File: config.mk
export PLATFORM = sky130hd
export DESIGN_NAME = tpss_fifo
export DESIGN_NICKNAME = d
export VERILOG_FILES = /design/src/design/tpss_pkg.sv /design/src/design/tpss_fifo.sv
export SDC_FILE = /design/constraint.sdc
export NUM_CORES = 1
export LEC_CHECK = 0
export ABC_AREA = 1
export BUFFER_PORTS_ARGS = -buffer_cell sky130_fd_sc_hd__buf_2
export CAP_MARGIN = 25
export CELL_PAD_IN_SITES_DETAIL_PLACEMENT = 0
export CELL_PAD_IN_SITES_GLOBAL_PLACEMENT = 1
export CORE_AREA = 2 2 234 236
export DETAILED_ROUTE_END_ITERATION = 8
export DIE_AREA = 0 0 236 238
export PLACE_DENSITY = 0.77
export SETUP_SLACK_MARGIN = 0.4
export SLEW_MARGIN = 20
export SYNTH_ARGS = -nofsm -noshare
export SYNTH_HDL_FRONTEND = slang
export SYNTH_SLANG_ARGS = --single-unit
File: constraint.sdc
create_clock -name clk -period 19.94 [get_ports clk]
set_clock_uncertainty 0.1 [all_clocks]
set_input_delay 3.988 -clock clk [delete_from_list [all_inputs] [get_ports clk]]
set_output_delay 3.988 -clock clk [all_outputs]
set_load 0.05 [all_outputs]
File: src/design/tpss_pkg.sv
// Shared types, codes and constants for the triangle/plane slice segment block.
// Used by every module of the block; depends on nothing else.
`default_nettype none
package tpss_pkg;

  // Exit edge codes carried on the result channel.
  localparam logic [1:0] EDGE_E0     = 2'd0;
  localparam logic [1:0] EDGE_E1     = 2'd1;
  localparam logic [1:0] EDGE_E2     = 2'd2;
  localparam logic [1:0] EDGE_VERTEX = 2'd3;

  // Quotient width and radix-4 step count of the shared divider.
  localparam int QUO_W     = 64;
  localparam int DIV_STEPS = QUO_W / 2;

  // One classified triangle as it travels from the front to the back.
  typedef struct packed {
    logic               hit;
    logic               new_chain;
    logic               vend;
    logic [1:0]         edge_code;
    logic signed [31:0] ax;
    logic signed [31:0] ay;
    logic signed [31:0] bx;
    logic signed [31:0] by;
    logic signed [31:0] cx;
    logic signed [31:0] cy;
    logic signed [32:0] dzb;
    logic signed [32:0] dzc;
    logic signed [32:0] dt;
  } entry_t;

endpackage
`default_nettype wire

File: src/design/tpss_fifo.sv
// Two-entry queue of classified triangles between the front and the back.
// Depends on tpss_pkg.
`default_nettype none
module tpss_fifo (
  input  wire logic             clk,
  input  wire logic             rst,
  input  wire logic             push,
  input  wire tpss_pkg::entry_t din,
  input  wire logic             pop,
  output tpss_pkg::entry_t      dout,
  output logic                  full,
  output logic                  empty
);

  tpss_pkg::entry_t mem [2];
  logic       wr_ptr;
  logic       rd_ptr;
  logic [1:0] count;

  assign full = count == 2'd2;
  assign empty = count == 2'd0;
  assign dout = mem[rd_ptr];

  // Storage needs no reset.
  always_ff @(posedge clk) begin
    if (push) begin
      mem[wr_ptr] <= din;
    end
  end

  // Pointers and fill level.
  always_ff @(posedge clk) begin
    if (rst) begin
      wr_ptr <= 1'b0;
      rd_ptr <= 1'b0;
      count <= 2'd0;
    end else begin
      if (push) wr_ptr <= !wr_ptr;
      if (pop) rd_ptr <= !rd_ptr;
      count <= count + {1'b0, push} - {1'b0, pop};
    end
  end

endmodule
`default_nettype wire

* Yosys cells after proc, flatten, opt, wreduce, memory -nomap -nowiden
Memory sizes are Yosys's and may differ from the RTL's. A register that Yosys moved wholly into a read port is not among the register bits. Index checks and enable logic that the tools add are counted.
Storage, ports and cells: flip-flop bits (word level) 4, RAM bits 592, input bits 300, logic and storage cells 14, output and inout bits 298, memories 1
Cells by class: multiplexer cells 4, reduce and logical (&&, ||, !) cells 3, add/sub/neg operators 2, equality and inequality tests 1
Memory list:
- mem | depth 2, width 296, read ports 1, clocked after Yosys merged registers in 1, write ports 1, line tpss_fifo.sv:15 | tpss_pkg::entry_t mem [2];
Operator list (count):
- 2-to-1 mux 1 bit | 4
- adder 2 x 1 -> 2 bit | 1
- equality test 2 bit, second input constant | 1
- zero test 1 bit | 2
- zero test 2 bit | 1
- subtractor 2 x 1 -> 2 bit | 1

* Logic depth before layout (Yosys ltp)
depth after elaboration 3, depth in mapped cells 7, mapped depth without buffers 7

* Least setup slack after synthesis
No wires, ideal clock.
path type input to register, start point in push, end point mem mem[0][0] (netlist bit) (enable), setup time 968 ps, stages 2, required time 18872 ps, buffers on the path 0, setup slack 2482 ps, arrival 16390 ps, cell sequence inv_1 > nor2_1
Between the ends: word-level cells in the longest chain between the ends 2
RTL lines:
- from (decl) | line tpss_fifo.sv:7 | input wire logic push,
- 2-to-1 mux 1 bit | line tpss_fifo.sv:26 | if (push) begin
- 2-to-1 mux 1 bit (implied by the code) | line tpss_fifo.sv:27 | mem[wr_ptr] <= din;
- to (decl) | line tpss_fifo.sv:15
No other way between the ends.

==> flow_summary.yaml <==
worst_setup_path:
  worst-path-buf-inv: 3
  critical-path-max-stage-delay_ps: 930
  timing.critical_path.mode_cell: "sky130_fd_sc_hd__buf_4"
  critical_path_class: "reg -> out"
  critical_path_peak_fanout: 61
  cp_launch_type: "register"
  cp_cell_sequence: "buf_4 > buf_4 > mux2_4 > buf_2"
  cp_data_required_time_ps: 15850
  cp.arrival_ps: 3940
  worst_path_dominant_cell_family: "buffers and inverters"
  critical-path-slowest-cell: "sky130_fd_sc_hd__buf_4"
  crit_path_end_kind: "primary output"
  reg2reg_setup_slack_ps: 16500
logic_synthesis:
  synth_top_area_frac: 0.787
  synth.yosys.seq_area_share: 0.792
  synthTopCellsByArea: "sky130_fd_sc_hd__edfxtp_1 79%, sky130_fd_sc_hd__mux2_4 16%, sky130_fd_sc_hd__mux2_2 2.8%"
  cell_type_with_the_largest_total_area_after_synthesis: "sky130_fd_sc_hd__edfxtp_1"
  syn-num-nets: 1254
  post_synth_instance_area_sq_um: 22600
  synth.distinct_cells: 14
  postSynthAreaPerCell_sq_um: 23.7
  synthesis.yosys.warnings: 0
  synthesis.instances: 952
  synth_seq_cells: 597
drt:
  wire_per_inst_um: 21.8
  route.detailed.drc: 0
  first_pass_iters: 5
  viasPerCell: 4.77
  drtIter0Drc: 619
  detailroute.via_count: 11200
  finalWirelength_um: 51000
  route.antenna.remaining_nets: 0
floorplan:
  core.rowCount: 85
  io_pins: 598
  fp.dieH_um: 238
  die_w_um: 236
  start_util: 0.422
  core_region_area_sq_um: 53500
  design.die.area_sq_um: 56200
timing:
  hold_violations: 0
  timing.fmax_ghz: 0.125
  min_tclk_post_route_ps: 8020
  slew_violations: 0
  timing.slew.headroom: 0.287
  setup-violations-final: 0
  final_critical_path_share_of_the_clock_period: 0.402
  fin_ws_ps: 11920
  setup_tns_ps: 0
  rsz0062_at_grt: "false"
  max_slew.worst_pin.slew_ps: 1070
global_routing:
  grt_max_degree: 91
  antenna_found_initial: 19
  first_global_vias: 11700
  globalRoute.totalOverflow: 0
  grt_first_pass_wirelength_um: 71700
  gr-usage-all-layers: 0.172
layout:
  register_area_sq_um: 17900
  multi_input_comb_area_sq_um: 4340
  num-nets-final: 1891
  finalNonFillerCells: 2342
  signed_area_change_from_the_synthesized_netlist_to_the_final_layout_pct: 24.3
  fillCellCount: 4313
  most-common-layout-cells: "597 x sky130_fd_sc_hd__buf_2, 592 x sky130_fd_sc_hd__edfxtp_1, 240 x sky130_fd_sc_hd__mux2_4"
  layout-drive-gt1-share: 0.608
  mostFrequentLayoutCell: "sky130_fd_sc_hd__buf_2"
  postLayoutCellArea_sq_um: 28100
min_path:
  min-delay-path-class: "reg -> reg"
job:
  max_capacitance_violation_total: 0
power_and_ir_drop:
  design_power_total_mw: 3.04
  ir_worst_vdd_uv: 75.1
  p_per_area_nw_per_um2: 108
  leakage_nw: 11.0
clocking:
  cts_setup_buffers: 0
  clock_latency_ps: 600
  htree_num_levels: 2
  cts_max_path_buffers: 3
  cts_tree: "yes"
  post_cts_hold_buffer_count: 0
  cts-buffers-inserted: 59
  clk_root_buffer_cell: "sky130_fd_sc_hd__clkbuf_16"
  postCtsResizedCells: 0
  cts.sinks: 597
  worst_setup_hold_path_clk_slew_ps: 60
placed_design:
  place.detailed.hpwl_um: 36300
  port_buffers: 597
  placed_area_sq_um: 26200
  globalplace.congestion: 0.842
  placed_cells: 2224
  setup_slack_placement_ps: 12520
outcome:
  outcome: "finished clean"
[stage by stage]
stage | util | hold slack (ps)
floorplan | - | 380
global placement | 0.490 | 399
detailed placement | 0.490 | 422
CTS | 0.524 | 442
global route | 0.525 | 456
finish | 0.525 | 434
[flip-flops by register name, summed over array words and instances (netlist names), named ones only]
| register | cells |
|---|---|
| wr_ptr | 1 |
| mem | 592 |
| rd_ptr | 1 |
| count | 2 |
[tightest hold or removal path, stage by stage, from the launching register on]
cell	delay [ps]
sky130_fd_sc_hd__dfxtp_1	320
sky130_fd_sc_hd__xnor2_1	100
sky130_fd_sc_hd__nor2_1	80
[cell usage after synthesis]
| master | n |
|---|---|
| sky130_fd_sc_hd__edfxtp_1 | 592 |
| sky130_fd_sc_hd__mux2_4 | 240 |
| sky130_fd_sc_hd__mux2_2 | 56 |
| sky130_fd_sc_hd__buf_6 | 28 |
| sky130_fd_sc_hd__inv_1 | 8 |
| sky130_fd_sc_hd__nor2_1 | 8 |
| sky130_fd_sc_hd__buf_2 | 5 |
| sky130_fd_sc_hd__dfxtp_1 | 5 |
| sky130_fd_sc_hd__nand2_1 | 4 |
| sky130_fd_sc_hd__ha_1 | 2 |
| sky130_fd_sc_hd__a21oi_1 | 1 |
| sky130_fd_sc_hd__nand3_1 | 1 |
| sky130_fd_sc_hd__nor3_1 | 1 |
| sky130_fd_sc_hd__xnor2_1 | 1 |
[cells by family (layout without fill, tap and decap cells)]
family | count (synthesis) | after routing | synth area share
xor gates and xnor gates | 1 | 1 | 0.000388
buffers and inverters | 41 | 725 | 0.0164
DFF | 597 | 597 | 0.792
and+or+nand+nor | 14 | 14 | 0.00244
adders and majority gates | 2 | 2 | 0.00111
AOI/OAI and AO/OA | 1 | 1 | 0.000221
other | 0 | 10 | 0
muxes | 296 | 296 | 0.188
[area by class of cell]
class	count	area share
Antenna cell	10	0.000892
Clock buffer	82	0.0597
Clock inverter	26	0.00584
Inverter	8	0.00134
Multi-Input combinational cell	314	0.154
Sequential cell	597	0.637
Tap cell	696	0.0310
Timing Repair Buffer	609	0.110
[power breakdown]
group / switching [mW] / internal [mW] / total [mW]
Sequential: 0.0222 / 1.46 / 1.48
Clock: 0.453 / 0.597 / 1.05
Combinational: 0.352 / 0.160 / 0.512
Total: 0.827 / 2.21 / 3.04
[path summary, 6_finish.rpt]
kind | from | end | depth (start not counted)
worst max-delay path | register | dout[182] | 4
worst max register to register | wr_ptr$_SDFFE_PP0P_ | mem[0][171]$_DFFE_PP_ | 3
worst min-delay path | rd_ptr$_SDFFE_PP0P_ | rd_ptr$_SDFFE_PP0P_ | 2
worst min register to register | rd_ptr$_SDFFE_PP0P_ | rd_ptr$_SDFFE_PP0P_ | 2
[metal layers]
layer | GRT usage | part of all wire
met4 | 0.0772 | 0.035
met5 | 0 | 0.0018
met3 | 0.0650 | 0.080
met2 | 0.307 | 0.53
met1 | 0.182 | 0.36
Power figures use the tool's default switching activity.
