===== config.mk =====
export PLATFORM = sky130hd
export DESIGN_NAME = tpss_front_flat
export DESIGN_NICKNAME = d
export VERILOG_FILES = /design/src/design/tpss_pkg.sv /design/src/design/tpss_if.sv /design/src/design/tpss_front.sv /design/src/flat_wrapper.sv
export SDC_FILE = /design/constraint.sdc
export NUM_CORES = 1
export LEC_CHECK = 0
export BUFFER_PORTS_ARGS = -buffer_cell sky130_fd_sc_hd__buf_2
export CORE_AREA = 2 2 240 242
export DETAILED_ROUTE_END_ITERATION = 8
export DIE_AREA = 0 0 242 244
export GPL_TIMING_DRIVEN = 0
export PLACE_DENSITY = 0.5
export SYNTH_ARGS = -nofsm -noshare
export SYNTH_HDL_FRONTEND = slang
export SYNTH_SLANG_ARGS = --single-unit

===== constraint.sdc =====
create_clock -name vclk -period 6.33
set_input_delay 0.9495 -clock vclk [all_inputs]
set_output_delay 0.9495 -clock vclk [all_outputs]
set_load 0.005 [all_outputs]

===== src/design/tpss_pkg.sv =====
// Shared types, codes and constants for the triangle/plane slice segment block.
// Used by every module of the block; depends on nothing else.
`default_nettype none
package tpss_pkg;

  // Exit edge codes carried on the result channel.
  localparam logic [1:0] EDGE_E0     = 2'd0;
  localparam logic [1:0] EDGE_E1     = 2'd1;
  localparam logic [1:0] EDGE_E2     = 2'd2;
  localparam logic [1:0] EDGE_VERTEX = 2'd3;

  // Quotient width and radix-4 step count of the shared divider.
  localparam int QUO_W     = 64;
  localparam int DIV_STEPS = QUO_W / 2;

  // One classified triangle as it travels from the front to the back.
  typedef struct packed {
    logic               hit;
    logic               new_chain;
    logic               vend;
    logic [1:0]         edge_code;
    logic signed [31:0] ax;
    logic signed [31:0] ay;
    logic signed [31:0] bx;
    logic signed [31:0] by;
    logic signed [31:0] cx;
    logic signed [31:0] cy;
    logic signed [32:0] dzb;
    logic signed [32:0] dzc;
    logic signed [32:0] dt;
  } entry_t;

endpackage
`default_nettype wire


===== src/design/tpss_if.sv =====
// Request channels of the slice segment block: triangles in, segments out.
// Depends on nothing.
`default_nettype none
interface tpss_tri_if;
  logic               valid;
  logic               ready;
  logic signed [31:0] vert0_x;
  logic signed [31:0] vert0_y;
  logic signed [31:0] vert0_z;
  logic signed [31:0] vert1_x;
  logic signed [31:0] vert1_y;
  logic signed [31:0] vert1_z;
  logic signed [31:0] vert2_x;
  logic signed [31:0] vert2_y;
  logic signed [31:0] vert2_z;
  logic signed [31:0] plane_height;
  logic               new_chain;

  modport source (output valid, vert0_x, vert0_y, vert0_z, vert1_x, vert1_y, vert1_z,
                  vert2_x, vert2_y, vert2_z, plane_height, new_chain, input ready);
  modport sink (input valid, vert0_x, vert0_y, vert0_z, vert1_x, vert1_y, vert1_z,
                vert2_x, vert2_y, vert2_z, plane_height, new_chain, output ready);
endinterface

`default_nettype wire


===== src/design/tpss_front.sv =====
// Front end: takes triangle requests and sorts them into a crossing case.
// Depends on tpss_pkg and tpss_if.
`default_nettype none
module tpss_front (
  tpss_tri_if.sink         tris,
  input  wire logic        full,
  output tpss_pkg::entry_t entry,
  output logic             push
);

  logic signed [31:0] vx [3];
  logic signed [31:0] vy [3];
  logic signed [31:0] vz [3];
  logic [2:0] lt;
  logic [2:0] gt;
  logic [2:0] eq;
  logic [1:0] ia;
  logic [1:0] ib;
  logic [1:0] ic;

  // A request is taken whenever the queue has room.
  assign tris.ready = !full;
  assign push = tris.valid && !full;

  always_comb begin
    vx[0] = tris.vert0_x; vy[0] = tris.vert0_y; vz[0] = tris.vert0_z;
    vx[1] = tris.vert1_x; vy[1] = tris.vert1_y; vz[1] = tris.vert1_z;
    vx[2] = tris.vert2_x; vy[2] = tris.vert2_y; vz[2] = tris.vert2_z;
  end

  // Compare each vertex height against the plane.
  always_comb begin
    for (int i = 0; i < 3; i++) begin
      lt[i] = vz[i] < tris.plane_height;
      gt[i] = vz[i] > tris.plane_height;
      eq[i] = vz[i] == tris.plane_height;
    end
  end

  // Pick the lone vertex, the start edge vertex and the end edge vertex.
  always_comb begin
    entry = '0;
    ia = 2'd0;
    ib = 2'd0;
    ic = 2'd0;
    entry.new_chain = tris.new_chain;
    entry.hit = 1'b1;
    if (lt[0] && !lt[1] && !lt[2]) begin
      ia = 2'd0; ib = 2'd2; ic = 2'd1; entry.edge_code = tpss_pkg::EDGE_E0;
      entry.vend = eq[1];
    end else if (gt[0] && lt[1] && lt[2]) begin
      ia = 2'd0; ib = 2'd1; ic = 2'd2; entry.edge_code = tpss_pkg::EDGE_E2;
    end else if (lt[1] && !lt[0] && !lt[2]) begin
      ia = 2'd1; ib = 2'd0; ic = 2'd2; entry.edge_code = tpss_pkg::EDGE_E1;
      entry.vend = eq[2];
    end else if (gt[1] && lt[0] && lt[2]) begin
      ia = 2'd1; ib = 2'd2; ic = 2'd0; entry.edge_code = tpss_pkg::EDGE_E0;
    end else if (lt[2] && !lt[1] && !lt[0]) begin
      ia = 2'd2; ib = 2'd1; ic = 2'd0; entry.edge_code = tpss_pkg::EDGE_E2;
      entry.vend = eq[0];
    end else if (gt[2] && lt[1] && lt[0]) begin
      ia = 2'd2; ib = 2'd0; ic = 2'd1; entry.edge_code = tpss_pkg::EDGE_E1;
    end else begin
      entry.hit = 1'b0;
    end
    if (entry.vend) begin
      entry.edge_code = tpss_pkg::EDGE_VERTEX;
    end
    entry.ax = vx[ia];
    entry.ay = vy[ia];
    entry.bx = vx[ib];
    entry.by = vy[ib];
    entry.cx = vx[ic];
    entry.cy = vy[ic];
    entry.dzb = {vz[ib][31], vz[ib]} - {vz[ia][31], vz[ia]};
    entry.dzc = {vz[ic][31], vz[ic]} - {vz[ia][31], vz[ia]};
    entry.dt = {tris.plane_height[31], tris.plane_height} - {vz[ia][31], vz[ia]};
  end

endmodule
`default_nettype wire


===== src/flat_wrapper.sv =====
// flat-port wrapper written by rule: the top's interface ports become plain ports
module tpss_front_flat 
  (full, entry, push, tris_valid, tris_vert0_x, tris_vert0_y, tris_vert0_z, tris_vert1_x, tris_vert1_y, tris_vert1_z, tris_vert2_x, tris_vert2_y, tris_vert2_z, tris_plane_height, tris_new_chain, tris_ready);
  tpss_tri_if tris_i ();
  input  wire logic full;
  output tpss_pkg::entry_t entry;
  output logic push;
  input wire logic [$bits(tris_i.valid)-1:0] tris_valid;
  input wire logic [$bits(tris_i.vert0_x)-1:0] tris_vert0_x;
  input wire logic [$bits(tris_i.vert0_y)-1:0] tris_vert0_y;
  input wire logic [$bits(tris_i.vert0_z)-1:0] tris_vert0_z;
  input wire logic [$bits(tris_i.vert1_x)-1:0] tris_vert1_x;
  input wire logic [$bits(tris_i.vert1_y)-1:0] tris_vert1_y;
  input wire logic [$bits(tris_i.vert1_z)-1:0] tris_vert1_z;
  input wire logic [$bits(tris_i.vert2_x)-1:0] tris_vert2_x;
  input wire logic [$bits(tris_i.vert2_y)-1:0] tris_vert2_y;
  input wire logic [$bits(tris_i.vert2_z)-1:0] tris_vert2_z;
  input wire logic [$bits(tris_i.plane_height)-1:0] tris_plane_height;
  input wire logic [$bits(tris_i.new_chain)-1:0] tris_new_chain;
  output wire logic [$bits(tris_i.ready)-1:0] tris_ready;
  assign tris_i.valid = tris_valid;
  assign tris_i.vert0_x = tris_vert0_x;
  assign tris_i.vert0_y = tris_vert0_y;
  assign tris_i.vert0_z = tris_vert0_z;
  assign tris_i.vert1_x = tris_vert1_x;
  assign tris_i.vert1_y = tris_vert1_y;
  assign tris_i.vert1_z = tris_vert1_z;
  assign tris_i.vert2_x = tris_vert2_x;
  assign tris_i.vert2_y = tris_vert2_y;
  assign tris_i.vert2_z = tris_vert2_z;
  assign tris_i.plane_height = tris_plane_height;
  assign tris_i.new_chain = tris_new_chain;
  assign tris_ready = tris_i.ready;
  tpss_front u_core (.tris(tris_i), .full(full), .entry(entry), .push(push));
endmodule

* After elaboration in Yosys (flattened, before gate mapping) *
Cells that the tools add are included.

word-level totals
  flip-flop bits (word level) = 0
  bits in latches = 0
  memory bits (writable) = 0
  ROM bits = 0
  output and inout bits = 298
  memories kept = 0

operators by class
  add/sub/neg operators = 3
  $mul = 0
  div/mod/pow operators = 0
  magnitude comparators = 9
  eq/ne operators = 3
  shifts and indexed selects = 0
  muxes and demuxes = 59
  bitwise logic cells = 3
  reductions and logical operators = 17

operator list
  operator                                    number
  binary-select mux 32 bit (select 2 bit)     9
  2-to-1 mux 32 bit                           18
  subtractor 32 x 32 -> 33 bit                3
  == test 32 bit                              3
  > comparator 32 bit                         3
  < comparator 32 bit                         3
  2-to-1 mux 2 bit                            19
  logical AND 1 bit                           13
  2-to-1 mux 1 bit                            11
  >= comparator 3 bit, second input constant  3
  inverter 2 -> 3 bit                         3
  2-to-1 mux 3 bit                            2
  zero test 1 bit                             4

* Depth between registers and ports, before layout *
Gate-level depths: netlist of run 1.

  word-level depth = 14
  depth in mapped cells = 26
  mapped depth without buffers = 22

* Least setup slack after synthesis of run 1 *
OpenSTA, ideal clock, no wires.

  path kind = in2out
  start = input port tris_plane_height[31]
  end = output port entry[63] (netlist bit)
  data arrival time = 5929 ps
  data required time = 5380 ps
  slack = -549 ps
  cell stages on the path = 23
  buffers on the path = 2
  cell sequence = inv_1 > ha_1 > nand4_2 > or4_4 > nor2_1 > o21ai_1 > and3_4 > o21ai_0 > o2bb2a_4 > buf_6 > buf_6 > mux2_2 > mux2i_1 > ha_1 > nor2b_1 > o2111ai_1 > a31oi_1 > o311a_1 > o41ai_2 > o21ai_1 > o41ai_1 > o21ai_1 > xnor2_1

RTL lines
  item                line                source
  start: declaration  flat_wrapper.sv:18  input wire logic [$bits(tris_i.plane_height)-1:0] tris_plane_height;
  end: declaration    flat_wrapper.sv:6   output tpss_pkg::entry_t entry;

==> flow_metrics.env, run 1 <==
export IMPL_syn_avg_cell_area_um2=6.97
export IMPL_register_area_um2=0
export IMPL_period_minus_slack_ps=7440
export IMPL_viasPerCell=5.32
export IMPL_syn_to_final_growth_pct=64.0
export IMPL_dp_hpwl_mm=73.0
export IMPL_critical_path_arrival_ps=6490
export IMPL_yosys_warnings=0
export IMPL_worstMarginPinSlew_ps=810
export IMPL_yosysTopAreaCellShare_pct=22.0
export IMPL_crit_type="primary input to output port"
export IMPL_status="finished, violations left"
export IMPL_fin_area_um2=21600
export IMPL_hold_slack_ps=2070
export IMPL_wl_met2_mm=44.5
export IMPL_dr_wl_met3_mm=5.10
export IMPL_die_area_um2=59000
export IMPL_synth_nets=2405
export IMPL_drv_cap=0
export IMPL_hp_class="primary input to output port"
export IMPL_path_delay_family="compound AO/OA/AOI/OAI gates"
export IMPL_required_ps=5380
export IMPL_synth_area_leaders="mux2i_1 (22%), ha_1 (18%), a21oi_1 (10%)"
export IMPL_violations="negative setup slack"
export IMPL_drv_slew=0
export IMPL_report_final_hold_viol_count=0
export IMPL_first_global_vias=17810
export IMPL_period_share_pct=117
export IMPL_synth_top_cell_by_area="mux2i_1"
export IMPL_rows=87
export IMPL_postPlaceCellArea_um2=17500
export IMPL_p_per_area_nw_per_um2=272
export IMPL_synth_top_cells_by_count="mux2i_1 (289), a21oi_1 (273), nor2_1 (226)"
export IMPL_drc=0
export IMPL_path_max_fanout=7
export IMPL_critPathBufInv=4
export IMPL_m1WireLength_mm=35.4
export IMPL_nNetsFinal=3193
export IMPL_gp_congestion=1.01
export IMPL_synth_distinct_cells=76
export IMPL_ant_nets=0
export IMPL_ir_worst_vdd_v=0.000151
export IMPL_top_layer="met5"
export IMPL_path_cells="buf_4 > ha_4 > nand4_1 > or4_4 > nor2_2 > o21ai_1 > and3_4 > or3_4 > o22ai_4 > buf_8 > buf_12 > mux2i_4 > ha_2 > o2111ai_4 > a31oi_4 > o311a_4 > o41ai_4 > o21ai_2 > o41ai_4 > o21ai_1 > xnor2_1 > buf_2"
export IMPL_antenna_found_initial=50
export IMPL_nClkBuffers=0
export IMPL_grt_pass1_wl_mm=124
export IMPL_grt_overflow=0
export IMPL_die_h_um=244
export IMPL_slew_headroom_pct=46.0
export IMPL_ys_seq_area_share_pct=0
export IMPL_design_seq_count=0
export IMPL_cp_slowest_cell="or4_4"
export IMPL_p_leak_uw=0.0100
export IMPL_synth_most_common_cell="mux2i_1"
export IMPL_netlist_area_um2=13100
export IMPL_drtIter0Drc=1114
export IMPL_cp_end_kind="output port"
export IMPL_firstDrtPassIters=6
export IMPL_dieWidth_um=242
export IMPL_worst_slack_ps=-1110
export IMPL_rsz0062_at_grt="yes"
export IMPL_vias=18428
export IMPL_drt_wl_total_mm=89.3
export IMPL_drive_above_1_share_pct=45.1
export IMPL_boundaryPins=621
export IMPL_initial_core_util_pct=23.4
export IMPL_fmax_mhz=134
export IMPL_wl_per_cell_um=25.8
export IMPL_io_buffers=620
export IMPL_track_usage_pct=27.9
export IMPL_cpPeakStageDelay_ps=630
export IMPL_place_ws_ps=-2780
export IMPL_syn_instance_count=1887
export IMPL_core_um2=56200
export IMPL_grt_start_max_net_pins=15
export IMPL_setup_viol=79
export IMPL_startpoint_type="primary input"
[per-stage QoR]
step	cells	total power, uW	utilization (%)	TNS, ps
2_1_floorplan	1887	2600	-	-756
3_3_place_gp	3263	4530	31.2	-146610
3_5_place_dp	3263	4550	31.2	-156450
4_1_cts	3371	5390	36.1	-41050
5_1_grt	3454	6230	38.3	-60630
6_report	3465	5870	38.4	-47330
[logic make-up (layout without fill, tap and decap cells)]
family / after synthesis / in the layout / share of synthesized area [%]
AOI/OAI and AO/OA: 602 / 602 / 26.8
and+or+nand+nor: 528 / 528 / 17.8
muxes: 323 / 323 / 24.9
adders and majority gates: 195 / 195 / 18.7
buffers and inverters: 160 / 946 / 6.45
xor gates and xnor gates: 79 / 79 / 5.26
other: 0 / 36 / 0
[timing repair]
action / CTS / global route
hold buffers: 0 / 0
endpoints found under the setup margin: 98 / 82
buffers inserted: 123 / 63
resized for setup: 400 / 151
cloned: 1 / 1
pin swaps: 109 / 105
[cells in the final DEF, fill, tap and decap left out, types with 20 or more instances in the layout]
master / netlist / routed
buf_2: 24 / 615
mux2i_1: 289 / 261
a21oi_1: 273 / 233
nor2_1: 226 / 214
nand2_1: 163 / 161
buf_4: 13 / 141
ha_1: 192 / 121
o21ai_0: 154 / 115
buf_6: 22 / 66
ha_4: 0 / 61
a21o_1: 45 / 44
xnor2_1: 61 / 44
inv_1: 63 / 38
a21oi_2: 1 / 38
diode_2: 0 / 36
o21ai_1: 11 / 28
mux2_2: 28 / 26
nand3_1: 26 / 21
mux2i_4: 0 / 21
o21a_1: 22 / 20
[area by class of cell]
class                           count  area [um^2]
Inverter                           63          310
Fill cell                        5939        34600
Tap cell                          756          946
Buffer                             91          797
Timing Repair Buffer              792         4780
Multi-Input combinational cell   1727        14600
Antenna cell                       36         90.1
[per-layer routing]
metal,vias up,global-route usage (%)
met5,-,0
met4,8,11.6
met3,177,3.84
met2,761,50.3
met1,8940,33.1
li1,8542,-
[power breakdown]
group	switching [uW]	internal, uW
combinational	3190	2680
sequential	0	0
clock	0	0.000767
total	3190	2680
[path summary, 6_finish.rpt]
check                   startpoint         end  slack [ps]  depth (start not counted)
setup / recovery  tris_vert0_z[26]   entry[63]       -1110                         22
hold / removal      tris_new_chain  entry[294]        2070                          2
Power figures use the tool's default switching activity.
==> run 2, diff against run 1 <==
--- a/config.mk
+++ b/config.mk
@@ -5,7 +5,7 @@
 export SDC_FILE = /design/constraint.sdc
 export NUM_CORES = 1
 export LEC_CHECK = 0
-export BUFFER_PORTS_ARGS = -buffer_cell sky130_fd_sc_hd__buf_2
+export BUFFER_PORTS_ARGS = -buffer_cell sky130_fd_sc_hd__buf_4
 export CORE_AREA = 2 2 240 242
 export DETAILED_ROUTE_END_ITERATION = 8
 export DIE_AREA = 0 0 242 244
==> run 2 against run 1 <==
Die area unchanged; utilization up 2.2 points; global-route usage down 0.22 points; fmax up 1.4%; the flow still finishes with violations (negative setup slack); largest cell class unchanged; sequential cell count stayed put; critical path type unchanged; critical path depth increased by 5.
==> flow_metrics.env, run 2 (same netlist as run 1, synthesis figures left out) <==
export IMPL_p_total_uw=6350
export IMPL_core_um2=56200
export IMPL_grt_overflow=0
export IMPL_dieWidth_um=242
export IMPL_wl_per_cell_um=25.7
export IMPL_report_final_hold_viol_count=0
export IMPL_first_global_vias=17737
export IMPL_vias=18174
export IMPL_cp_end_kind="output port"
export IMPL_fmax_mhz=136
export IMPL_rsz0062_at_grt="yes"
export IMPL_design_seq_count=0
export IMPL_dp_hpwl_mm=73.3
export IMPL_initial_core_util_pct=23.4
export IMPL_startpoint_type="primary input"
export IMPL_drc=0
export IMPL_drv_slew=0
export IMPL_status="finished, violations left"
export IMPL_p_leak_uw=0.0105
export IMPL_ant_nets=0
export IMPL_worstMarginPinSlew_ps=838
export IMPL_drt_wl_total_mm=88.3
export IMPL_grt_pass1_wl_mm=124
export IMPL_rows=87
export IMPL_worst_slack_ps=-1010
export IMPL_viasPerCell=5.30
export IMPL_fillers=5857
export IMPL_boundaryPins=621
export IMPL_violations="negative setup slack"
export IMPL_drtIter0Drc=1295
export IMPL_place_ws_ps=-2720
export IMPL_gp_congestion=0.978
export IMPL_register_area_um2=0
export IMPL_slew_headroom_pct=42.7
export IMPL_hp_class="primary input to output port"
export IMPL_drv_cap=0
export IMPL_die_h_um=244
export IMPL_required_ps=5380
export IMPL_nClkBuffers=0
export IMPL_io_buffers=620
export IMPL_antenna_found_initial=29
export IMPL_p_per_area_nw_per_um2=279
export IMPL_setup_viol=77
export IMPL_drive_above_1_share_pct=44.6
export IMPL_die_area_um2=59000
export IMPL_postPlaceCellArea_um2=19100
export IMPL_firstDrtPassIters=5
export IMPL_period_minus_slack_ps=7340
export IMPL_fin_area_um2=22800
export IMPL_path_max_fanout=6
export IMPL_period_share_pct=116
export IMPL_nNetsFinal=3174
export IMPL_final_cell_mix="buf_4 (733), mux2i_1 (266), a21oi_1 (232)"
export IMPL_crit_type="primary input to output port"
export IMPL_final_util_pct=40.6
export IMPL_ir_worst_vdd_v=0.000191
export IMPL_mostFrequentLayoutCell="buf_4"
export IMPL_track_usage_pct=27.7
export IMPL_syn_to_final_growth_pct=73.4
export IMPL_critical_path_arrival_ps=6390
export IMPL_grt_start_max_net_pins=11
run 2: changes by cell type in the layout (fill, tap and decap cells not counted), moves of 7 or more:
| cell | before | now |
|---|---|---|
| inv_4 | 11 | 4 |
| diode_2 | 36 | 21 |
| o21ai_0 | 115 | 108 |
| buf_2 | 615 | 16 |
| buf_4 | 141 | 733 |
| buf_6 | 66 | 56 |
run 2: what timing repair did:
action	4_1_cts	5_1_grt
hold buffers	0	0
setup buffers	93	58
gates resized for setup	335	173
pin swaps	109	110
setup endpoints to repair	98	84
gates cloned	1	1
run 2: final cells by class:
cell class	count	area, um^2	area share [%]
tap	756	946	4.15
timing repair buffer	772	6080	26.7
antenna	21	52.6	0.231
multi-input combinational	1727	14600	64.1
inverter	63	309	1.36
buffer	92	792	3.47
run 2: per-stage QoR:
step | hold slack (ps) | TNS [ps] | std cells
6_report | 2070 | -43530 | 3431
5_1_grt | 2080 | -56570 | 3429
4_1_cts | 2070 | -40200 | 3355
3_5_place_dp | 2070 | -149940 | 3263
3_3_place_gp | 2070 | -151050 | 3263
2_1_floorplan | 1930 | -756 | 1887
run 2: final timing paths:
| path | start | endpoint | slack, ps | cells past startpoint |
|---|---|---|---|---|
| worst min-delay path | tris_new_chain | entry[294] | 2070 | 2 |
| worst max-delay path | tris_plane_height[31] | entry[63] | -1010 | 27 |
run 2: layer usage:
metal  up-vias  part of all wire (%)  GRT usage (%)  wire length, um
li1       8495                     -              -                -
met2       720                    51           50.6            44700
met3       138                   5.5           3.58             4840
met1      8813                    40           33.1            35300
met4         8                   3.9           9.95             3410
met5         -                 0.054              0               48
run 2: power breakdown:
| group | internal (uW) | leakage, uW | switching, uW |
|---|---|---|---|
| Sequential | 0 | 0 | 0 |
| Combinational | 3120 | 0.0105 | 3240 |
| Clock | 0.000449 | 0.000000133 | 0 |
run 2: worst max-delay path, stage by stage:
cell and delay (ps):
buf_8 90, clkinvlp_4 130, ha_4 310, nand4_4 130, or4_4 590, nor2_2 120
o21ai_1 80, and3_4 220, or3_4 390, o22ai_4 150, buf_12 170, buf_12 150
buf_12 110, mux2i_4 270, buf_12 150, ha_4 200, nor2b_4 130, o2111ai_4 210
a31oi_4 180, o311a_4 400, o41ai_4 290, o21ai_2 140, o41ai_4 250, buf_6 190
o21ai_2 60, xnor2_1 150, buf_4 150
