File: src/design/tpss_pkg.sv
// Shared types, codes and constants for the triangle/plane slice segment block.
// Used by every module of the block; depends on nothing else.
`default_nettype none
package tpss_pkg;

  // Exit edge codes carried on the result channel.
  localparam logic [1:0] EDGE_E0     = 2'd0;
  localparam logic [1:0] EDGE_E1     = 2'd1;
  localparam logic [1:0] EDGE_E2     = 2'd2;
  localparam logic [1:0] EDGE_VERTEX = 2'd3;

  // Quotient width and radix-4 step count of the shared divider.
  localparam int QUO_W     = 64;
  localparam int DIV_STEPS = QUO_W / 2;

  // One classified triangle as it travels from the front to the back.
  typedef struct packed {
    logic               hit;
    logic               new_chain;
    logic               vend;
    logic [1:0]         edge_code;
    logic signed [31:0] ax;
    logic signed [31:0] ay;
    logic signed [31:0] bx;
    logic signed [31:0] by;
    logic signed [31:0] cx;
    logic signed [31:0] cy;
    logic signed [32:0] dzb;
    logic signed [32:0] dzc;
    logic signed [32:0] dt;
  } entry_t;

endpackage
`default_nettype wire

File: src/design/tpss_if.sv
// Request channels of the slice segment block: triangles in, segments out.
// Depends on nothing.
`default_nettype none


interface tpss_seg_if;
  logic               valid;
  logic               ready;
  logic               seg_valid;
  logic signed [31:0] start_x;
  logic signed [31:0] start_y;
  logic signed [31:0] end_x;
  logic signed [31:0] end_y;
  logic [1:0]         exit_edge;

  modport source (output valid, seg_valid, start_x, start_y, end_x, end_y, exit_edge,
                  input ready);
  modport sink (input valid, seg_valid, start_x, start_y, end_x, end_y, exit_edge,
                output ready);
endinterface
`default_nettype wire

File: src/design/tpss_div.sv
// Iterative unsigned divider, 64-bit dividend by 32-bit divisor, two bits a cycle.
// Depends on tpss_pkg.
`default_nettype none
module tpss_div (
  input  wire logic        clk,
  input  wire logic        rst,
  input  wire logic        start,
  input  wire logic [63:0] dividend,
  input  wire logic [31:0] divisor,
  output logic [63:0]      quotient,
  output logic             done
);

  logic        busy;
  logic [4:0]  cnt;
  logic [31:0] rem;
  logic [31:0] dsr;
  logic [32:0] r1;
  logic [32:0] r2;
  logic [31:0] rem_mid;
  logic [31:0] rem_next;
  logic        b1;
  logic        b2;

  // Two restoring steps chained in one cycle.
  always_comb begin
    r1 = {rem, quotient[63]};
    b1 = r1 >= {1'b0, dsr};
    rem_mid = b1 ? 32'(r1 - {1'b0, dsr}) : r1[31:0];
    r2 = {rem_mid, quotient[62]};
    b2 = r2 >= {1'b0, dsr};
    rem_next = b2 ? 32'(r2 - {1'b0, dsr}) : r2[31:0];
  end

  // Datapath registers.
  always_ff @(posedge clk) begin
    if (start) begin
      quotient <= dividend;
      dsr <= divisor;
      rem <= '0;
    end else if (busy) begin
      quotient <= {quotient[61:0], b1, b2};
      rem <= rem_next;
    end
  end

  // Step counter and completion pulse.
  always_ff @(posedge clk) begin
    if (rst) begin
      busy <= 1'b0;
      done <= 1'b0;
      cnt <= '0;
    end else begin
      done <= 1'b0;
      if (start) begin
        busy <= 1'b1;
        cnt <= '0;
      end else if (busy) begin
        cnt <= cnt + 5'd1;
        if (cnt == 5'(tpss_pkg::DIV_STEPS - 1)) begin
          busy <= 1'b0;
          done <= 1'b1;
        end
      end
    end
  end

endmodule
`default_nettype wire

File: src/design/tpss_back.sv
// Back end: interpolates the segment ends of one classified triangle at a time
// with a shared multiplier and divider and holds the result register.
// Depends on tpss_pkg, tpss_if and tpss_div.
`default_nettype none
module tpss_back (
  input  wire logic             clk,
  input  wire logic             rst,
  input  wire tpss_pkg::entry_t head,
  input  wire logic             empty,
  output logic                  pop,
  tpss_seg_if.source            segs
);

  typedef enum logic [4:0] {
    S_IDLE = 5'b00001,
    S_MUL  = 5'b00010,
    S_PREP = 5'b00100,
    S_WAIT = 5'b01000,
    S_OUT  = 5'b10000
  } state_t;

  state_t state;
  state_t state_next;
  tpss_pkg::entry_t cur;
  logic [1:0]  job;
  logic signed [31:0] sx;
  logic signed [31:0] sy;
  logic signed [31:0] ex;
  logic signed [31:0] ey;
  logic signed [31:0] last_end_x;
  logic signed [31:0] last_end_y;

  // Interpolation operands and registered product.
  logic signed [32:0] dx;
  logic signed [31:0] y0;
  logic signed [31:0] y1;
  logic signed [32:0] dy;
  logic [32:0] mdy_w;
  logic [32:0] mdt_w;
  logic [32:0] mdx_w;
  logic [63:0] prod;
  logic        sgn_diff;
  logic        dxneg;
  logic [31:0] mdx;
  logic signed [31:0] y0_r;
  logic        zdiv;
  logic        qneg;

  // Rounding offset logic.
  logic        nz;
  logic        nneg;
  logic        offneg;
  logic [31:0] half;
  logic [63:0] tmag;
  logic        tneg;

  logic        div_start;
  logic [63:0] quo;
  logic        div_done;
  logic [31:0] qv;
  logic signed [31:0] res;
  logic        seg_ok;
  logic        out_free;
  logic        last_job;

  tpss_div u_div (
    .clk      (clk),
    .rst      (rst),
    .start    (div_start),
    .dividend (tmag),
    .divisor  (mdx),
    .quotient (quo),
    .done     (div_done)
  );

  // Operand selection for the current job: bit 1 picks the end edge, bit 0 picks y.
  always_comb begin
    dx = job[1] ? cur.dzc : cur.dzb;
    y0 = job[0] ? cur.ay : cur.ax;
    if (job[1]) y1 = job[0] ? cur.cy : cur.cx;
    else y1 = job[0] ? cur.by : cur.bx;
    dy = {y1[31], y1} - {y0[31], y0};
    mdy_w = dy[32] ? 33'(-dy) : 33'(dy);
    mdt_w = cur.dt[32] ? 33'(-cur.dt) : 33'(cur.dt);
    mdx_w = dx[32] ? 33'(-dx) : 33'(dx);
  end

  // Signed rounding offset applied to the product.
  always_comb begin
    nz = prod != '0;
    nneg = nz && sgn_diff;
    half = mdx >> 1;
    offneg = (nz && !nneg) ? dxneg : !dxneg;
    if (nneg == offneg) begin
      tmag = prod + {32'd0, half};
      tneg = nneg;
    end else if (prod >= {32'd0, half}) begin
      tmag = prod - {32'd0, half};
      tneg = nneg;
    end else begin
      tmag = {32'd0, half} - prod;
      tneg = offneg;
    end
  end

  assign div_start = (state == S_PREP) && (mdx != '0);
  assign qv = zdiv ? '0 : quo[31:0];
  assign res = qneg ? y0_r - $signed(qv) : y0_r + $signed(qv);
  assign last_job = (job == 2'd3) || ((job == 2'd1) && cur.vend);
  assign out_free = !segs.valid || segs.ready;
  assign seg_ok = cur.hit && !(sx == ex && sy == ey);
  assign pop = (state == S_IDLE) && !empty;

  // Sequencer.
  always_comb begin
    state_next = state;
    case (state)
      S_IDLE: begin
        if (!empty) begin
          if (head.hit && (head.new_chain || !head.vend)) state_next = S_MUL;
          else state_next = S_OUT;
        end
      end
      S_MUL: state_next = S_PREP;
      S_PREP: state_next = S_WAIT;
      S_WAIT: begin
        if (div_done || zdiv) state_next = last_job ? S_OUT : S_MUL;
      end
      S_OUT: begin
        if (out_free) state_next = S_IDLE;
      end
      default: state_next = S_IDLE;
    endcase
  end

  always_ff @(posedge clk) begin
    if (rst) begin
      state <= S_IDLE;
    end else begin
      state <= state_next;
    end
  end

  // Working registers of the item in flight.
  always_ff @(posedge clk) begin
    case (state)
      S_IDLE: begin
        cur <= head;
        job <= head.new_chain ? 2'd0 : 2'd2;
        sx <= last_end_x;
        sy <= last_end_y;
        ex <= head.cx;
        ey <= head.cy;
      end
      S_MUL: begin
        prod <= {32'd0, mdy_w[31:0]} * {32'd0, mdt_w[31:0]};
        sgn_diff <= dy[32] != cur.dt[32];
        dxneg <= dx[32];
        mdx <= mdx_w[31:0];
        y0_r <= y0;
      end
      S_PREP: begin
        zdiv <= mdx == '0;
        qneg <= tneg != dxneg;
      end
      S_WAIT: begin
        if (div_done || zdiv) begin
          case (job)
            2'd0: sx <= res;
            2'd1: sy <= res;
            2'd2: ex <= res;
            default: ey <= res;
          endcase
          job <= job + 2'd1;
        end
      end
      default: begin
      end
    endcase
  end

  // Segment chaining state.
  always_ff @(posedge clk) begin
    if (rst) begin
      last_end_x <= '0;
      last_end_y <= '0;
    end else if (state == S_OUT && out_free && cur.hit) begin
      last_end_x <= ex;
      last_end_y <= ey;
    end
  end

  // Result register toward the receiver.
  always_ff @(posedge clk) begin
    if (rst) begin
      segs.valid <= 1'b0;
    end else if (state == S_OUT && out_free) begin
      segs.valid <= 1'b1;
    end else if (segs.ready) begin
      segs.valid <= 1'b0;
    end
  end

  always_ff @(posedge clk) begin
    if (state == S_OUT && out_free) begin
      segs.seg_valid <= seg_ok;
      segs.start_x <= seg_ok ? sx : '0;
      segs.start_y <= seg_ok ? sy : '0;
      segs.end_x <= seg_ok ? ex : '0;
      segs.end_y <= seg_ok ? ey : '0;
      segs.exit_edge <= seg_ok ? cur.edge_code : tpss_pkg::EDGE_E0;
    end
  end

endmodule
`default_nettype wire

File: src/flat_wrapper.sv
// flat-port wrapper written by rule: the top's interface ports become plain ports
module tpss_back_flat 
  (clk, rst, head, empty, pop, segs_valid, segs_seg_valid, segs_start_x, segs_start_y, segs_end_x, segs_end_y, segs_exit_edge, segs_ready);
  tpss_seg_if segs_i ();
  input  wire logic clk;
  input  wire logic rst;
  input  wire tpss_pkg::entry_t head;
  input  wire logic empty;
  output logic pop;
  output wire logic [$bits(segs_i.valid)-1:0] segs_valid;
  output wire logic [$bits(segs_i.seg_valid)-1:0] segs_seg_valid;
  output wire logic [$bits(segs_i.start_x)-1:0] segs_start_x;
  output wire logic [$bits(segs_i.start_y)-1:0] segs_start_y;
  output wire logic [$bits(segs_i.end_x)-1:0] segs_end_x;
  output wire logic [$bits(segs_i.end_y)-1:0] segs_end_y;
  output wire logic [$bits(segs_i.exit_edge)-1:0] segs_exit_edge;
  input wire logic [$bits(segs_i.ready)-1:0] segs_ready;
  assign segs_valid = segs_i.valid;
  assign segs_seg_valid = segs_i.seg_valid;
  assign segs_start_x = segs_i.start_x;
  assign segs_start_y = segs_i.start_y;
  assign segs_end_x = segs_i.end_x;
  assign segs_end_y = segs_i.end_y;
  assign segs_exit_edge = segs_i.exit_edge;
  assign segs_i.ready = segs_ready;
  tpss_back u_core (.clk(clk), .rst(rst), .head(head), .empty(empty), .pop(pop), .segs(segs_i));
endmodule
File: config.mk
export PLATFORM = sky130hd
export DESIGN_NAME = tpss_back_flat
export DESIGN_NICKNAME = d
export VERILOG_FILES = /design/src/design/tpss_pkg.sv /design/src/design/tpss_if.sv /design/src/design/tpss_div.sv /design/src/design/tpss_back.sv /design/src/flat_wrapper.sv
export SDC_FILE = /design/constraint.sdc
export NUM_CORES = 2
export LEC_CHECK = 0
export BUFFER_PORTS_ARGS = -buffer_cell sky130_fd_sc_hd__buf_2
export CORE_MARGIN = 4
export CORE_UTILIZATION = 40
export CTS_CLUSTER_SIZE = 16
export DETAILED_ROUTE_END_ITERATION = 10
export PLACE_DENSITY = 0.6
export SLEW_MARGIN = 20
export SYNTH_ARGS = -nofsm -noshare
export SYNTH_HDL_FRONTEND = slang
export SYNTH_SLANG_ARGS = --single-unit
export TNS_END_PERCENT = 100
File: constraint.sdc
create_clock -name clk -period 15.4 [get_ports clk]
set_input_delay 0 -clock clk [delete_from_list [all_inputs] [get_ports clk]]
set_output_delay 0 -clock clk [all_outputs]
set_load 0.02 [all_outputs]
### After elaboration in Yosys (flattened, before gate mapping)

Cells that the tools add are included.

| word-level totals | value |
|---|---|
| register bits after elaboration | 893 |
| logic and storage cells | 161 |

| cells by class | value |
|---|---|
| add/subtract/negate cells | 13 |
| $mul | 1 |
| order comparisons | 3 |
| equal/unequal tests | 21 |
| muxes and demuxes | 46 |
| bitwise logic cells | 1 |
| reductions and logical operators | 36 |

Operators by type and width:

| kind | number |
|---|---|
| 32-bit two-way mux | 19 |
| 64-bit two-way mux | 4 |
| 32-bit one-hot mux with 2 select lines | 4 |
| 32-bit negator | 3 |
| 32-bit subtractor | 3 |
| 33-bit by 32-bit greater-or-equal comparator with 1-bit output | 2 |
| 64-bit by 31-bit adder with 64-bit output | 1 |
| 32-bit == test | 2 |
| 64-bit by 31-bit greater-or-equal comparator with 1-bit output | 1 |
| 32-bit by 32-bit multiplier with 64-bit output | 1 |
| 64-bit nonzero test | 1 |
| 31-bit by 64-bit subtractor with 64-bit output | 1 |
| 64-bit by 31-bit subtractor with 64-bit output | 1 |
| 33-bit two-way mux | 1 |
| 32-bit by 32-bit subtractor with 33-bit output | 1 |
| 32-bit adder | 1 |
| 32-bit zero test | 1 |
| 32-bit nonzero test | 1 |
| 5-bit two-way mux | 5 |
| 5-bit one-hot mux with 5 select lines | 1 |
| 3-bit AND reduction | 5 |
| 5-bit == test (second input constant) | 2 |
| 1-bit logical AND | 10 |
| 2-bit by 1-bit != test with 1-bit output (second input constant) | 5 |
| other kinds (22) | 45 |

### Longest topological paths before layout

| depth | value |
|---|---|
| depth after elaboration | 8 |
| gate-level depth with buffers | 52 |

### By module

From an unflattened synthesis, not the netlist that was laid out.

| second synthesis, totals | value |
|---|---|
| cells, all modules | 8469 |
| area, all modules | 83317.4 sq um |

By module, submodules not included:

| module | times used | cells each | area an instance (sq um) | seq. area each (sq um) |
|---|---|---|---|---|
| tpss_back | 1 | 7521 | 74084.8 | 22061.2 |
| tpss_div | 1 | 948 | 9232.6 | 3663.5 |

### Worst setup path after synthesis

Ideal clock, no wire load.

| timing path | value |
|---|---|
| kind | register to register |
| start | reg u_core.job[1] |
| end | reg u_core.prod[57] (data pin) |
| library setup time | 0.195 ns |
| data arrival time | 13.502 ns |
| slack | 1.703 ns |
| cell stages (with the launch flop) | 48 |
| path through | edfxtp_1 -> clkbuf_1 -> buf_1 -> clkbuf_1 -> clkbuf_1 -> clkbuf_1 -> buf_1 -> mux4_2 -> inv_1 -> ha_1 -> inv_1 -> fa_1 -> a211oi_1 -> or4b_2 -> nand4_1 -> a2111o_1 -> a211oi_1 -> nand4_1 -> (+12 left out) -> fa_1 -> fa_1 -> inv_1 -> fa_1 -> inv_1 -> ha_1 -> clkbuf_1 -> a21o_1 -> a21o_1 -> a21oi_1 -> o21a_1 -> o221a_2 -> nand3b_1 -> o21ai_0 -> a21boi_0 -> o41ai_1 -> or4b_2 -> o311ai_0 |

| on the way | value |
|---|---|
| word-level cells in the longest chain between the ends | 5 |

RTL lines:

| what | RTL line | text |
|---|---|---|
| start: declaration | tpss_back.sv:25 | `logic [1:0] job;` |
| start signal: assignment | tpss_back.sv:149 | `job <= head.new_chain ? 2'd0 : 2'd2;` |
| start signal: assignment | tpss_back.sv:174 | `job <= job + 2'd1;` |
| 32-bit two-way mux * | tpss_back.sv:80 | `if (job[1]) y1 = job[0] ? cur.cy : cur.cx;` |
| 32-bit by 32-bit subtractor with 33-bit output * | tpss_back.sv:82 | `dy = {y1[31], y1} - {y0[31], y0};` |
| 32-bit negator | tpss_back.sv:83 | `mdy_w = dy[32] ? 33'(-dy) : 33'(dy);` |
| 32-bit two-way mux * | tpss_back.sv:83 |  |
| 32-bit by 32-bit multiplier with 64-bit output * | tpss_back.sv:156 | `prod <= {32'd0, mdy_w[31:0]} * {32'd0, mdt_w[31:0]};` |
| end signal: assignment | tpss_back.sv:156 |  |
| end: declaration | tpss_back.sv:41 | `logic [63:0] prod;` |

Every way passes the cells marked *; elsewhere a longest branch is shown, timed or not.
A chain may end at the register's enable or synchronous reset.

### Worst setup path after layout

| timing path | value |
|---|---|
| start | reg u_core.job[0] |
| end | reg u_core.prod[57] (data pin) |

| on the way | value |
|---|---|
| word-level cells in the longest chain between the ends | 6 |
| elaborated cells between the ends (all ways) | 8 |

RTL lines:

| what | RTL line |
|---|---|
| 32-bit two-way mux (on tied branches) | tpss_back.sv:81, tpss_back.sv:80 |
| 32-bit two-way mux | tpss_back.sv:80 |
| 32-bit by 32-bit subtractor with 33-bit output * | tpss_back.sv:82 |
| 32-bit negator | tpss_back.sv:83 |
| 32-bit two-way mux * | tpss_back.sv:83 |
| 32-bit by 32-bit multiplier with 64-bit output * | tpss_back.sv:156 |

Marks and branches as above.

==> reports/metrics.yaml <==
logic_synthesis:
  synthDistinctLibCells: 91
  synth-compound-area-share_pct: 11.4
  postSynth.topFlopCell: "edfxtp_1"
  synthCells: 8432
  synth_mux_area_share_pct: 2.38
  synth.cell_area_um2: 82500
  synth_enable_flop_cells: 784
  xor_xnor_cell_area_share_of_the_yosys_netlist_pct: 4.53
  post-synth-top-count-cell: "inv_1"
  asyncSetResetFlopFracSynth_pct: 0
  synth_top_cell_area_share_pct: 28.5
  post_synth_and_or_nand_nor_area_fraction_pct: 14.1
  ys_top_cells_by_count: "inv_1, nand2_1, fa_1"
  synth.ff_latch_count: 893
  seq_area_frac_synth_pct: 31.2
  yosys_warnings: 0
  synthTopCellsByArea: "edfxtp_1, fa_1, ha_1"
  synth.avg_cell_area_um2: 9.78
  combinational_family_with_the_most_area_after_synthesis: "adder cells"
  synth_nets: 10100
  synthAdderAreaFrac_pct: 29.4
  cell_type_with_the_largest_total_area_after_synthesis: "edfxtp_1"
timing:
  worst_case_headroom_to_the_max_slew_limit_pct: 22.6
  unrepaired_setup_endpoints_after_global_routing: "no"
  setup_violations: 0
  worst-slew-pin-transition_ns: 1.16
  finalHoldViolations: 0
  slew_violations: 0
  fmax_ghz: 0.0686
  finClkSkew_ns: 0.0526
  post-route-period-util_pct: 94.7
  finalCriticalPeriod_ns: 14.59
  fin_tns_setup_ns: 0
clocking:
  clock_tree.htree_level_count: 3
  cts_tree: "done"
  cts_made_buffers: 100
  clock-sinks: 893
  clock_latency_reported_for_the_late_side_of_the_worst_skew_pair_ns: 0.77
  cts-root-buf: "clkbuf_16"
  path_clk_slew_ns: 0.06
  cts-root-to-sink-buffers: 3
floorplan:
  fp.coreArea_um2: 205000
  pin_count: 433
  cell_row_count: 166
  die-area_um2: 214000
  die-width_um: 462
  floorplan.die.height_um: 462
  initial_utilization_pct: 40.3
grt:
  grt_remaining_overflow: 0
  grt_usage_pct: 28.4
  top_usage_layer: "met2"
  grt.met1_usage_pct: 37.2
  antenna_found_initial: 20
  met3_usage_pct: 5.77
  first_global_vias: 69500
  use_met2_pct: 45.2
  grt_max_degree: 106
  grt_pass1_wl_mm: 452
route:
  detail-route-antenna-nets: 0
  drt_wl_total_mm: 307
  remaining_drc_errors: 0
  viasPerCell: 5.63
  dr_total_vias: 68000
  detail_route.wl_per_cell_um: 25.4
  first_iter_violations: 6389
  detail_route.first_pass.iterations: 7
setup_path:
  critical-path-max-stage-delay_ns: 0.90
  data_required_time_of_the_critical_path_ns: 15.93
  startpoint_type: "flop"
  critical_path.reg2reg.startpoint: "u_core.job[0]$_SDFFCE_PN0P_"
  cp-end-kind: "flop"
  worst-setup-path-type: "reg -> reg"
  crit_fanout: 45
  critical-path-top-cell-by-count: "fa_1"
  crit_slowest_cell: "xor2_1"
  worst_setup_path_startpoint: "u_core.job[0]$_SDFFCE_PN0P_"
  worst_ep_arrival_time_ns: 15.12
finish:
  layout-area-overhead-vs-synth_pct: 18.1
  top_regs: "u_core.cur (295), u_core.prod (64), u_core.u_div.quotient (64)"
  fillerInstances: 19000
  seqCellArea_um2: 25700
  num-nets-final: 11000
  regMostFlops: "u_core.cur"
  multi_input_area_um2: 51800
  layout-drive-gt1-share_pct: 10.0
  largest_register_ffs: 295
placed_design:
  place.gp.congestion: 0.991
  port_buffers: 432
  place.detailed.hpwl_mm: 232
outcome:
  result_of_the_run: "finished clean"
worst_hold_path:
  timing.hold.worst.start: "head[168]"
  holdCritPathClass: "in -> reg"
job:
  maxCapViolCount: 0
## layout by cell type, fill, tap and decap left out, drive strengths merged, types with 49 or more instances in the layout
cell type    netlist  routed
xor2             164     164
clkbuf           332     140
nand2b            74      74
edfxtp           784     784
nand2           1013    1013
a31oi             50      50
nor3             112     112
o21ai            301     301
buf               40     600
ha               493     493
xnor2            257     257
nor2b             52      52
nand3             82      82
nor4              68      68
nand4             67      67
dlygate4sd3        0     533
mux2i             95      95
nor2             721     721
o21a              61      61
o21bai            49      49
a21oi            458     458
dfxtp            109     109
a21o             230     230
and2             189     189
fa               903     903
inv             1155    1159
## metal layers
metal	up-vias	wire length [µm]
met2	3251	139000
li1	29800	-
met4	16	17100
met1	34200	123000
met3	723	27000
met5	-	111
## worst paths after layout
path / end / slack [ns] / cells past startpoint
hold reg to reg: u_core.last_end_x[0]$_SDFFE_PP0P_ / 0.46 / 2
setup / recovery: u_core.prod[57]$_DFFE_PP_ / 0.81 / 37
setup reg to reg: u_core.prod[57]$_DFFE_PP_ / 0.81 / 37
hold / removal: u_core.cur[168]$_DFFE_PP_ / 0.02 / 2
## area by class of cell
type | count | area share, %
Inverter | 1157 | 4.46
Sequential cell | 893 | 26.4
Tap cell | 2688 | 3.45
Clock buffer | 140 | 2.86
Timing Repair Buffer | 1133 | 9.00
Clock inverter | 46 | 0.641
Multi-Input combinational cell | 6010 | 53.2
Antenna cell | 7 | 0.0180
## kinds of logic after synthesis
kind of cell	count (synthesis)
mux	153
compound gates	1476
flops	893
fa+ha+maj	1396
xor+xnor	421
simple gates	2564
buf+inv	1529
## worst max-delay path: cells and delay by family, from the launching register on
family,cells,cell delay (ns)
adders and majority gates,10,4.97
AOI/OAI and AO/OA,13,4.17
and+or+nand+nor,8,2.74
xor gates and xnor gates,1,0.90
muxes,1,0.59
buffers and inverters,4,0.49
DFF,1,0.45
## through the flow
step | instances | utilization [%] | worst slack (ns) | instance area (µm²) | hold WS, ns
floorplan | 8432 | - | 1.70 | 82500 | 0.0781
global placement | 11300 | 43.2 | 1.20 | 88600 | 0.176
detailed placement | 11300 | 43.3 | 0.938 | 88600 | 0.178
CTS | 12100 | 47.5 | 0.867 | 97300 | 0.000967
global route | 12100 | 47.6 | 0.130 | 97400 | -0.0119
finish | 12100 | 47.6 | 0.813 | 97400 | 0.0171
## repair_timing
action | 4_1_cts | 5_1_grt
hold buffers | 533 | 0
buffers inserted | 0 | 0
resized for setup | 0 | 0
endpoints found under the hold margin | 395 | 0
Power is left out: the tool's default activity adds up to more than one toggle a clock period on the data nets, which glitch-free logic cannot reach.
